==> config.mk <==
export PLATFORM = sky130hd
export DESIGN_NAME = imh_label_table
export DESIGN_NICKNAME = d
export VERILOG_FILES = /design/src/sv/imh_pkg.sv /design/src/sv/imh_label_table.sv
export SDC_FILE = /design/constraint.sdc
export NUM_CORES = 2
export LEC_CHECK = 0
export BUFFER_PORTS_ARGS = -buffer_cell sky130_fd_sc_hd__buf_2
export CAP_MARGIN = 30
export CORE_ASPECT_RATIO = 1.25
export CORE_MARGIN = 2
export CORE_UTILIZATION = 50
export DETAILED_ROUTE_END_ITERATION = 8
export MAX_ROUTING_LAYER = met4
export PLACE_DENSITY = 0.73
export SYNTH_ARGS = -nofsm -noshare
export SYNTH_HDL_FRONTEND = slang
export SYNTH_SLANG_ARGS = --single-unit
==> constraint.sdc <==
create_clock -name clk -period 3.2 [get_ports clk]
set_clock_uncertainty 0.2 [all_clocks]
set_input_delay 0.64 -clock clk [delete_from_list [all_inputs] [get_ports clk]]
set_output_delay 0.64 -clock clk [all_outputs]
set_load 0.01 [all_outputs]
==> src/sv/imh_pkg.sv <==
// Package for the indexed max-heap: entry layout, request and status codes,
// and the control word that the sequencer sends along the row of level cells.
// No dependencies.
package imh_pkg;

  localparam int LABEL_W     = 8;
  localparam int HEIGHT_W    = 31;
  localparam int LABEL_COUNT = 256;

  // Request kinds carried on in_req_type.
  localparam logic REQ_INSERT = 1'b0;
  localparam logic REQ_REMOVE = 1'b1;

  // Result status codes.
  typedef enum logic [1:0] {
    ST_OK      = 2'd0,
    ST_FULL    = 2'd1,
    ST_ABSENT  = 2'd2,
    ST_PRESENT = 2'd3
  } status_t;

  // One heap entry: its label and its height key.
  typedef struct packed {
    logic [LABEL_W-1:0]  label;
    logic [HEIGHT_W-1:0] height;
  } entry_t;

  // Control word for the level cells; levels and addresses travel beside it.
  typedef struct packed {
    logic   wr_en;
    logic   rd_a_en;
    logic   rd_b_en;
    entry_t wr_data;
  } cell_cmd_t;

endpackage

==> src/sv/imh_label_table.sv <==
// Label-to-slot table of the indexed max-heap, with a valid bit per label.
// Depends on imh_pkg for the label width and count.
module imh_label_table import imh_pkg::*; #(
  parameter int SW = 9
) (
  input  logic               clk,
  input  logic               rst_n,
  input  logic               rd_en,
  input  logic [LABEL_W-1:0] rd_label,
  output logic [SW-1:0]      rd_slot,
  output logic               rd_hit,
  input  logic               wr_en,
  input  logic [LABEL_W-1:0] wr_label,
  input  logic [SW-1:0]      wr_slot,
  input  logic               wr_vld
);

  logic [SW-1:0]          slot_mem [LABEL_COUNT];
  logic [LABEL_COUNT-1:0] vld_r;
  logic [SW-1:0]          rd_slot_r;
  logic                   rd_hit_r;

  // Slot storage; a label without its valid bit reads as absent.
  always_ff @(posedge clk) begin
    if (wr_en) begin
      slot_mem[wr_label] <= wr_slot;
    end
    if (rd_en) begin
      rd_slot_r <= slot_mem[rd_label];
    end
  end

  // Valid bits are cleared at once by reset.
  always_ff @(posedge clk) begin
    if (!rst_n) begin
      vld_r    <= '0;
      rd_hit_r <= 1'b0;
    end else begin
      if (wr_en) begin
        vld_r[wr_label] <= wr_vld;
      end
      if (rd_en) begin
        rd_hit_r <= vld_r[rd_label];
      end
    end
  end

  assign rd_slot = rd_slot_r;
  assign rd_hit  = rd_hit_r;

endmodule

==> results.toml <==
[logic_synthesis]
synth_edf_count = 2313
synthFlopType = "edfxtp_1"
ys_warn_count = 0
ys_seq_area_frac = 0.7466
syn_area_sq_mm = 0.09993
synth_cell_types = 43
synth_area_leaders = "edfxtp_1 (70%), mux4_2 (14%), dfxtp_1 (5.1%)"
synth_seq_cells = 2570
synthArstFlopShare = 0
avgSynthCellArea_sq_um = 18.94
yosysTopAreaCell = "edfxtp_1"
synth.most_common_cell = "edfxtp_1"
synth_top_area_frac = 0.6951
synth.cells.most_frequent = "edfxtp_1 (2313), mux4_2 (631), a22oi_1 (299)"
synthCells = 5276
syn-num-nets = 5306

[timing]
finalSetupViolCount = 0
tightest_slew_ns = 1.054
slew_headroom = 0.2948
timing.final.max_slew_violations = 0
fmax_mhz = 316.7
rsz0062_at_grt = "false"
layout_worst_path_cycle_share = 0.9866
min_period_ns = 3.157
hold_viol_final = 0

[worst_setup_path]
path_cells = "buf_8 -> buf_12 -> buf_12 -> mux4_2 -> a22oi_1 -> a21oi_1 -> nor4_1 -> buf_4 -> o22ai_1 -> or2_1"
cp_slowest_cell = "nor4_1"
critPathRequiredTime_ns = 3.63
crit_path_frequent_cell = "buf_12"
crit_arrival_ns = 3.59
max_stage_delay_ns = 0.74
crit_path_end_kind = "flip-flop"
crit_type = "in2reg"
critPathMaxFanout = 19
critPathLaunchType = "input pin"

[routing]
ant_nets = 0
vias_per_cell = 6.380
vias = 55068
drt-pass1-iter-count = 6
drt_iter0_markers = 8212
drcViolationCount = 0
wl_per_cell_um = 30.09
routed_wl_mm = 259.7

[global_route]
grt.overflow.total = 0
grt_pass1_vias = 54885
track_usage = 0.2621
grt_max_degree = 137
antenna_found_initial = 22
grt_pass1_wl_mm = 378.8

[clock_tree]
clk_latency_ns = 0.88
htree_levels = 4
postCtsSetupRepairBufs = 0
cts-root-buf = "clkbuf_16"
cts_sinks = 2570
cts_buffers = 221
path_clk_slew_ns = 0.06
cts_buffer_depth = 3
cts_tree = "yes"

[floorplan]
start_util = 0.5028
die_y_um = 503.8
die_area_sq_mm = 0.2035
io_pins = 40
core-area_sq_mm = 0.1987
die_w_um = 403.9
num_rows = 183

[placement]
place_area_sq_mm = 0.1083
io_buffers = 39
place_hpwl_mm = 162.7
gp_congestion = 0.8958
dp_cells = 8189

[power]
power.density_mw_per_mm2 = 580.0
p_leak_nw = 36.49
ir_worst_vdd_uv = 419.9

[final_layout]
drive_above_1_share = 0.2805
fin_util = 0.5818
fillers = 14130
nets = 5856
fin_cells = 8632
syn_to_final_growth_pct = 15.71
fin_area_sq_mm = 0.1156
multi_input_comb_area_sq_mm = 0.02377
regArea_sq_mm = 0.07460

[run_status]
status = "completed"

[min_path]
hold_class = "in2reg"

[run]
max_cap_viol_count = 0
metrics by stage:
stage	setup WS [ns]	hold WS, ns	TNS [ns]	power, mW
after global routing	0.03563	0.06729	0	68.68
after floorplan	0.2049	0.2536	0	39.09
after CTS	0.01507	0.05296	0	67.30
after detailed placement	-0.8978	0.2710	-6.660	41.10
after global placement	-1.091	0.2620	-7.064	41.03
final	0.04282	0.09825	0	67.06
where the power goes:
part,leakage (nW),internal (mW),switching [mW]
clock,3.52,14.7,11.9
sequential,22.9,36.6,0.0630
combinational,10.1,1.47,2.28
total,36.5,52.8,14.3
worst paths after layout:
path | from | end | slack (ns) | depth (start not counted)
worst max-delay path | rd_label[0] | rd_slot[3] | 0.04 | 10
worst min-delay path | wr_slot[3] | slot_mem[34][3] | 0.1 | 1
worst min register to register | vld_r[2] | vld_r[2] | 0.28 | 2
worst max register to register | slot_mem[55][3] | rd_slot[3] | 0.11 | 8
metal layers:
metal | vias to the layer above | global-route usage | share of wire
met4 | 0 | 0.09888 | 0.039
met3 | 495 | 0.04833 | 0.096
met5 | - | - | 0
li1 | 22615 | - | -
met2 | 3182 | 0.4098 | 0.49
met1 | 28776 | 0.3455 | 0.37
layout make-up:
class | instances | share of cell area
Timing Repair Buffer | 711 | 0.05829
Tap cell | 2590 | 0.02803
Inverter | 3 | 0.00009739
Antenna cell | 16 | 0.0003463
Sequential cell | 2570 | 0.6452
Clock inverter | 120 | 0.009468
Clock buffer | 303 | 0.05298
Multi-Input combinational cell | 2319 | 0.2056
registers in the layout, summed over array words and instances, names as in the netlist:
register,flops
rd_slot,9
vld_r,256
rd_hit,1
slot_mem,2304
critical path, delay by kind of cell:
| family | cells | cell delay [ns] |
|---|---|---|
| buffers and inverters | 4 | 0.86 |
| and+or+nand+nor | 2 | 0.96 |
| AOI/OAI and AO/OA | 3 | 0.58 |
| muxes | 1 | 0.50 |
repair_timing:
action | in CTS | in global routing
setup endpoints to repair | 0 | 2
hold buffers | 3 | 0
endpoints found under the hold margin | 49 | 0
gates resized for setup | 0 | 2
cells in the final DEF, fill, tap and decap left out, types with 9 or more instances in the layout:
cell / n
nand3_1: 12
clkbuf_16: 227
a22oi_1: 299
bufinv_16: 16
clkinv_1: 43
o22ai_1: 20
or2_1: 9
nand2_2: 12
nor2_1: 261
clkbuf_1: 60
mux2i_1: 21
o21ai_0: 259
buf_12: 110
a21boi_0: 256
clkbuf_8: 25
nor2b_1: 9
edfxtp_1: 2313
clkinv_2: 39
buf_4: 557
dfxtp_1: 257
buf_2: 27
a21oi_1: 152
mux4_2: 631
diode_2: 16
nand2_1: 286
nor4_1: 32
cell families after synthesis:
logic type | synth area share
multiplexers | 0.1444
buffers and inverters | 0.01678
AND/OR/NAND/NOR | 0.02687
flip-flops | 0.7466
AO/OA/AOI/OAI | 0.06537
Power figures use the tool's default switching activity.
