[src/sv/imh_pkg.sv]
// Package for the indexed max-heap: entry layout, request and status codes,
// and the control word that the sequencer sends along the row of level cells.
// No dependencies.
package imh_pkg;

  localparam int LABEL_W     = 8;
  localparam int HEIGHT_W    = 31;
  localparam int LABEL_COUNT = 256;

  // Request kinds carried on in_req_type.
  localparam logic REQ_INSERT = 1'b0;
  localparam logic REQ_REMOVE = 1'b1;

  // Result status codes.
  typedef enum logic [1:0] {
    ST_OK      = 2'd0,
    ST_FULL    = 2'd1,
    ST_ABSENT  = 2'd2,
    ST_PRESENT = 2'd3
  } status_t;

  // One heap entry: its label and its height key.
  typedef struct packed {
    logic [LABEL_W-1:0]  label;
    logic [HEIGHT_W-1:0] height;
  } entry_t;

  // Control word for the level cells; levels and addresses travel beside it.
  typedef struct packed {
    logic   wr_en;
    logic   rd_a_en;
    logic   rd_b_en;
    entry_t wr_data;
  } cell_cmd_t;

endpackage

[src/sv/imh_level_cell.sv]
// One level of the heap: the slots of that level in a small memory with one
// write port and two read ports. Read data rides a chain from cell to cell.
// Depends on imh_pkg for the entry and control types.
module imh_level_cell import imh_pkg::*; #(
  parameter int LVL = 0,
  parameter int LW  = 4,
  localparam int AW = (LVL == 0) ? 1 : LVL
) (
  input  logic          clk,
  input  logic          rst_n,
  input  cell_cmd_t     cmd,
  input  logic [LW-1:0] wr_lvl,
  input  logic [AW-1:0] wr_addr,
  input  logic [LW-1:0] rd_a_lvl,
  input  logic [AW-1:0] rd_a_addr,
  input  logic [LW-1:0] rd_b_lvl,
  input  logic [AW-1:0] rd_b_addr,
  input  entry_t        rd_a_in,
  input  entry_t        rd_b_in,
  output entry_t        rd_a_out,
  output entry_t        rd_b_out
);

  // The root level uses a two-entry memory; slot 1 sits at address 1.
  localparam int            DEPTH  = 2 ** AW;
  localparam logic [LW-1:0] MY_LVL = LW'(LVL);

  entry_t mem [DEPTH];
  entry_t q_a_r;
  entry_t q_b_r;
  logic   sel_a_r;
  logic   sel_b_r;
  logic   wr_hit;
  logic   rd_a_hit;
  logic   rd_b_hit;

  assign wr_hit   = cmd.wr_en   && (wr_lvl   == MY_LVL);
  assign rd_a_hit = cmd.rd_a_en && (rd_a_lvl == MY_LVL);
  assign rd_b_hit = cmd.rd_b_en && (rd_b_lvl == MY_LVL);

  // Level storage with registered read data.
  always_ff @(posedge clk) begin
    if (wr_hit) begin
      mem[wr_addr] <= cmd.wr_data;
    end
    if (rd_a_hit) begin
      q_a_r <= mem[rd_a_addr];
    end
    if (rd_b_hit) begin
      q_b_r <= mem[rd_b_addr];
    end
  end

  // Remember which cell owns the read data of the last cycle.
  always_ff @(posedge clk) begin
    if (!rst_n) begin
      sel_a_r <= 1'b0;
      sel_b_r <= 1'b0;
    end else begin
      sel_a_r <= rd_a_hit;
      sel_b_r <= rd_b_hit;
    end
  end

  // Put this cell's data on the chain or pass the neighbor's on.
  assign rd_a_out = sel_a_r ? q_a_r : rd_a_in;
  assign rd_b_out = sel_b_r ? q_b_r : rd_b_in;

endmodule
[config.mk]
export PLATFORM = sky130hd
export DESIGN_NAME = imh_level_cell
export DESIGN_NICKNAME = d
export VERILOG_FILES = /design/src/sv/imh_pkg.sv /design/src/sv/imh_level_cell.sv
export SDC_FILE = /design/constraint.sdc
export NUM_CORES = 1
export LEC_CHECK = 0
export BUFFER_PORTS_ARGS = -buffer_cell sky130_fd_sc_hd__buf_4
export CORE_MARGIN = 3
export CORE_UTILIZATION = 50
export DETAILED_ROUTE_END_ITERATION = 10
export GPL_TIMING_DRIVEN = 0
export PLACE_DENSITY = 0.79
export SETUP_SLACK_MARGIN = 0.4
export SLEW_MARGIN = 40
export SYNTH_ARGS = -nofsm -noshare
export SYNTH_HDL_FRONTEND = slang
export SYNTH_SLANG_ARGS = --single-unit
[constraint.sdc]
create_clock -name clk -period 8.3 [get_ports clk]
set_clock_uncertainty 0.1 [all_clocks]
set_input_delay 0.83 -clock clk [delete_from_list [all_inputs] [get_ports clk]]
set_output_delay 0.83 -clock clk [all_outputs]
set_load 0.1 [all_outputs]
==> run_results.csv <==
group,metric,value,unit
detailed_routing,met1_length,5440,um
pwr,clkPwrFrac,37.3,%
critical_path,endpoint_kind,"output port",
logic_synthesis,synth.top_cell.area_share,70.3,%
detailed_routing,wl_met2,7750,um
clocking,cts_resized,0,
final_layout,n_antenna_cell,0,
clocking,post-cts-setup-buffers,0,
clocking,htreeDepth,4,
critical_path,ff2ff_path_depth,1,
run_status,status,"complete, no violations",
logic_synthesis,ys_seq_area_share,70.9,%
detailed_routing,dr.max_layer_used,"met4",
logic_synthesis,ys_top_cells_by_count,"156 x edfxtp_1, 156 x mux2_2, 8 x buf_2",
min_path,hold_path_depth,1,
logic_synthesis,synth_area_leaders,"edfxtp_1 70%, mux2_2 26%, buf_6 0.68%, buf_2 0.60%, dfxtp_1 0.60%",
floorplan,core,12800,sq um
min_path,hold_class,"flip-flop to flip-flop",
clocking,cts_tree,"built",
placement,post-place-ws,5480,ps
critical_path,crit_type,"flip-flop to output port",
detailed_routing,vias,3951,
detailed_routing,initialDrtViolationCount,225,
final_layout,ff_latch_area,4720,sq um
pwr,cellPowerDensity,207,nW/um^2
logic_synthesis,synth.distinct_cells,13,
timing,final_max_slew_viol_count,0,
global_routing,grt_pass1_wl,21600,um
pwr,switching_share,25.3,%
pwr,seqPwrFrac,46.6,%
pwr,p_switching,0.000480,W
timing,max_freq,0.367,GHz
final_layout,fillers,846,
critical_path,r2r_end,"q_a_r[1]$_DFFE_PP_",
floorplan,floorplan.initialDensity,52.0,%
timing,hold_viol_final,0,
critical_path,regToRegStartpoint,"mem[1][1]$_DFFE_PP_",
clocking,cts.hold.buffers_added,0,
pwr,total_power,0.00190,W
timing,fin_crit,2730,ps
clocking,cts.sinks,158,
final_layout,multi_input_area,1840,sq um
min_path,holdPathEnd,"q_a_r[36]$_DFFE_PP_",
floorplan,ios,215,
detailed_routing,remaining_drc_errors,0,
logic_synthesis,syn_inst,340,
timing,setup_viol,0,
clocking,path_clk_slew,60,ps
timing,worst_slack,5570,ps
critical_path,required,7370,ps
critical_path,r2r_slack,7260,ps
final_layout,syn_to_final_growth,37.5,%
timing,rsz0062_at_grt,"false",
logic_synthesis,synth_edf_count,156,
floorplan,die_w,121,um
flow_run,drv_cap,0,
clocking,cts_root_buffer,"clkbuf_16",
pwr,internal-power,0.00142,W
floorplan,num_rows,41,
final_layout,drive_above_1_share,71.5,%
floorplan,die_area,14800,sq um
detailed_routing,firstDrtPassIters,4,
detailed_routing,vias_per_cell,5.19,
timing,slew_headroom,73.8,%
detailed_routing,dr_wl_met3,1020,um
logic_synthesis,synth_nets,477,
detailed_routing,totalWireLength,14500,um
placement,io_buffers,212,
pwr,power_frac_comb,16.1,%
clocking,cts_buffers,17,
critical_path,critPathLaunchType,"flip-flop",
logic_synthesis,async_flop_share,0,%
floorplan,die_h,121,um
logic_synthesis,ys_seq_elements,158,
placement,placed_area,8630,sq um
timing,worstMarginPinSlew,390,ps
pwr,leakage,3.46,nW
final_layout,num-nets-final,716,
pwr,irDropWorstVdd,0.000138,V
placement,place_congestion,0.726,
global_routing,antenna_found_initial,0,
logic_synthesis,synth-warning-count,0,
global_routing,grt_pass1_vias,4159,
critical_path,cp.arrival,1800,ps
min_path,min_from,"mem[0][36]$_DFFE_PP_",
clocking,cts_max_path_buffers,2,
detailed_routing,ant_nets,0,
clocking,worstSkewPairLatency,410,ps
critical_path,timing.critical_path.fanout_max,10,
logic_synthesis,ys.flop_type,"edfxtp_1",
timing,period_share,32.8,%
timing,holdWs,471,ps
global_routing,grt_usage,19.8,%
logic_synthesis,yosysTopAreaCell,"edfxtp_1",
placement,dp_hpwl,10300,um
final_layout,design_area,9160,sq um
logic_synthesis,syn_area_per_cell,19.6,sq um
detailed_routing,wl_per_cell,19.1,um
logic_synthesis,syn_area,6670,sq um
global_routing,grt_overflow,0,
global_routing,grt_max_degree,22,
timing,fin_setup_tns,0,ps
==> how the worst max path moves through the flow <==
stage | startpoint | to | slack (ps) | depth (start not counted)
2_1_floorplan | wr_lvl[1] | mem[1][0]$_DFFE_PP_ | 4720 | 2
3_3_place_gp | wr_lvl[1] | mem[1][25]$_DFFE_PP_ | 3600 | 3
3_5_place_dp | wr_lvl[1] | mem[0][23]$_DFFE_PP_ | 5480 | 6
4_1_cts | sel_b_r$_SDFF_PN0_ | rd_b_out[36] | 5540 | 4
5_1_grt | sel_b_r$_SDFF_PN0_ | rd_b_out[28] | 5490 | 4
6_report | sel_b_r$_SDFF_PN0_ | rd_b_out[36] | 5570 | 4
==> power groups by stage <==
stage | Combinational (W) | Clock, W | Sequential, W
final | 0.000306 | 0.000708 | 0.000884
after global routing | 0.000317 | 0.000750 | 0.000884
after CTS | 0.000308 | 0.000719 | 0.000884
after detailed placement | 0.000307 | 0 | 0.000900
after global placement | 0.000300 | 0 | 0.000900
after floorplan | 0.000212 | 0 | 0.000900
==> metrics by stage <==
stage / cells / util [%]
6_report: 761 / 71.5
5_1_grt: 761 / 71.5
4_1_cts: 761 / 71.5
3_5_place_dp: 732 / 67.3
3_3_place_gp: 724 / 66.1
2_1_floorplan: 340 / -
==> final cells by class <==
| cell class | count | share of cell area, % |
|---|---|---|
| plain buffers | 16 | 1.26 |
| repair buffers | 220 | 18.9 |
| well taps | 172 | 2.35 |
| flip-flops and latches | 158 | 51.6 |
| clock buffers | 20 | 4.77 |
| multi-input cells | 166 | 20.1 |
| clock inverters | 9 | 1.06 |
==> state kept, by name (all words and copies together) (netlist names) <==
signal and flops:
q_a_r 39, mem 78, sel_b_r 1, sel_a_r 1, q_b_r 39
==> worst max-delay path, stage by stage (launching register included) <==
cell	delay, ps
dfxtp_1	380
buf_4	240
buf_6	180
mux2_2	350
buf_4	230
==> kinds of logic after synthesis <==
group / after synthesis / share of synthesized area (%)
mux: 156 / 26.4
buf+inv: 16 / 1.73
flops: 158 / 70.9
simple gates: 10 / 1.03
==> placed cells by master (no fill, tap or decap) <==
cell,Yosys,layout
nor2_4,0,1
buf_16,0,3
buf_8,0,1
clkinv_1,0,2
and2_4,0,2
or4_4,1,1
nand2_1,1,1
clkinv_2,0,3
mux2_2,156,156
nor4_1,2,2
and3_1,2,2
bufinv_16,0,2
buf_6,4,7
clkbuf_16,0,17
buf_2,8,8
dfxtp_1,2,2
edfxtp_1,156,156
buf_4,4,217
clkbuf_1,0,3
nor3b_4,0,1
clkinvlp_4,0,2
==> routing by layer <==
metal | vias up | track usage (%)
met4 | 0 | 7.63
met2 | 168 | 35.4
li1 | 1835 | -
met5 | - | 0
met3 | 30 | 5.64
met1 | 1918 | 22.2
No activity file was read; power rests on OpenSTA's default activity.
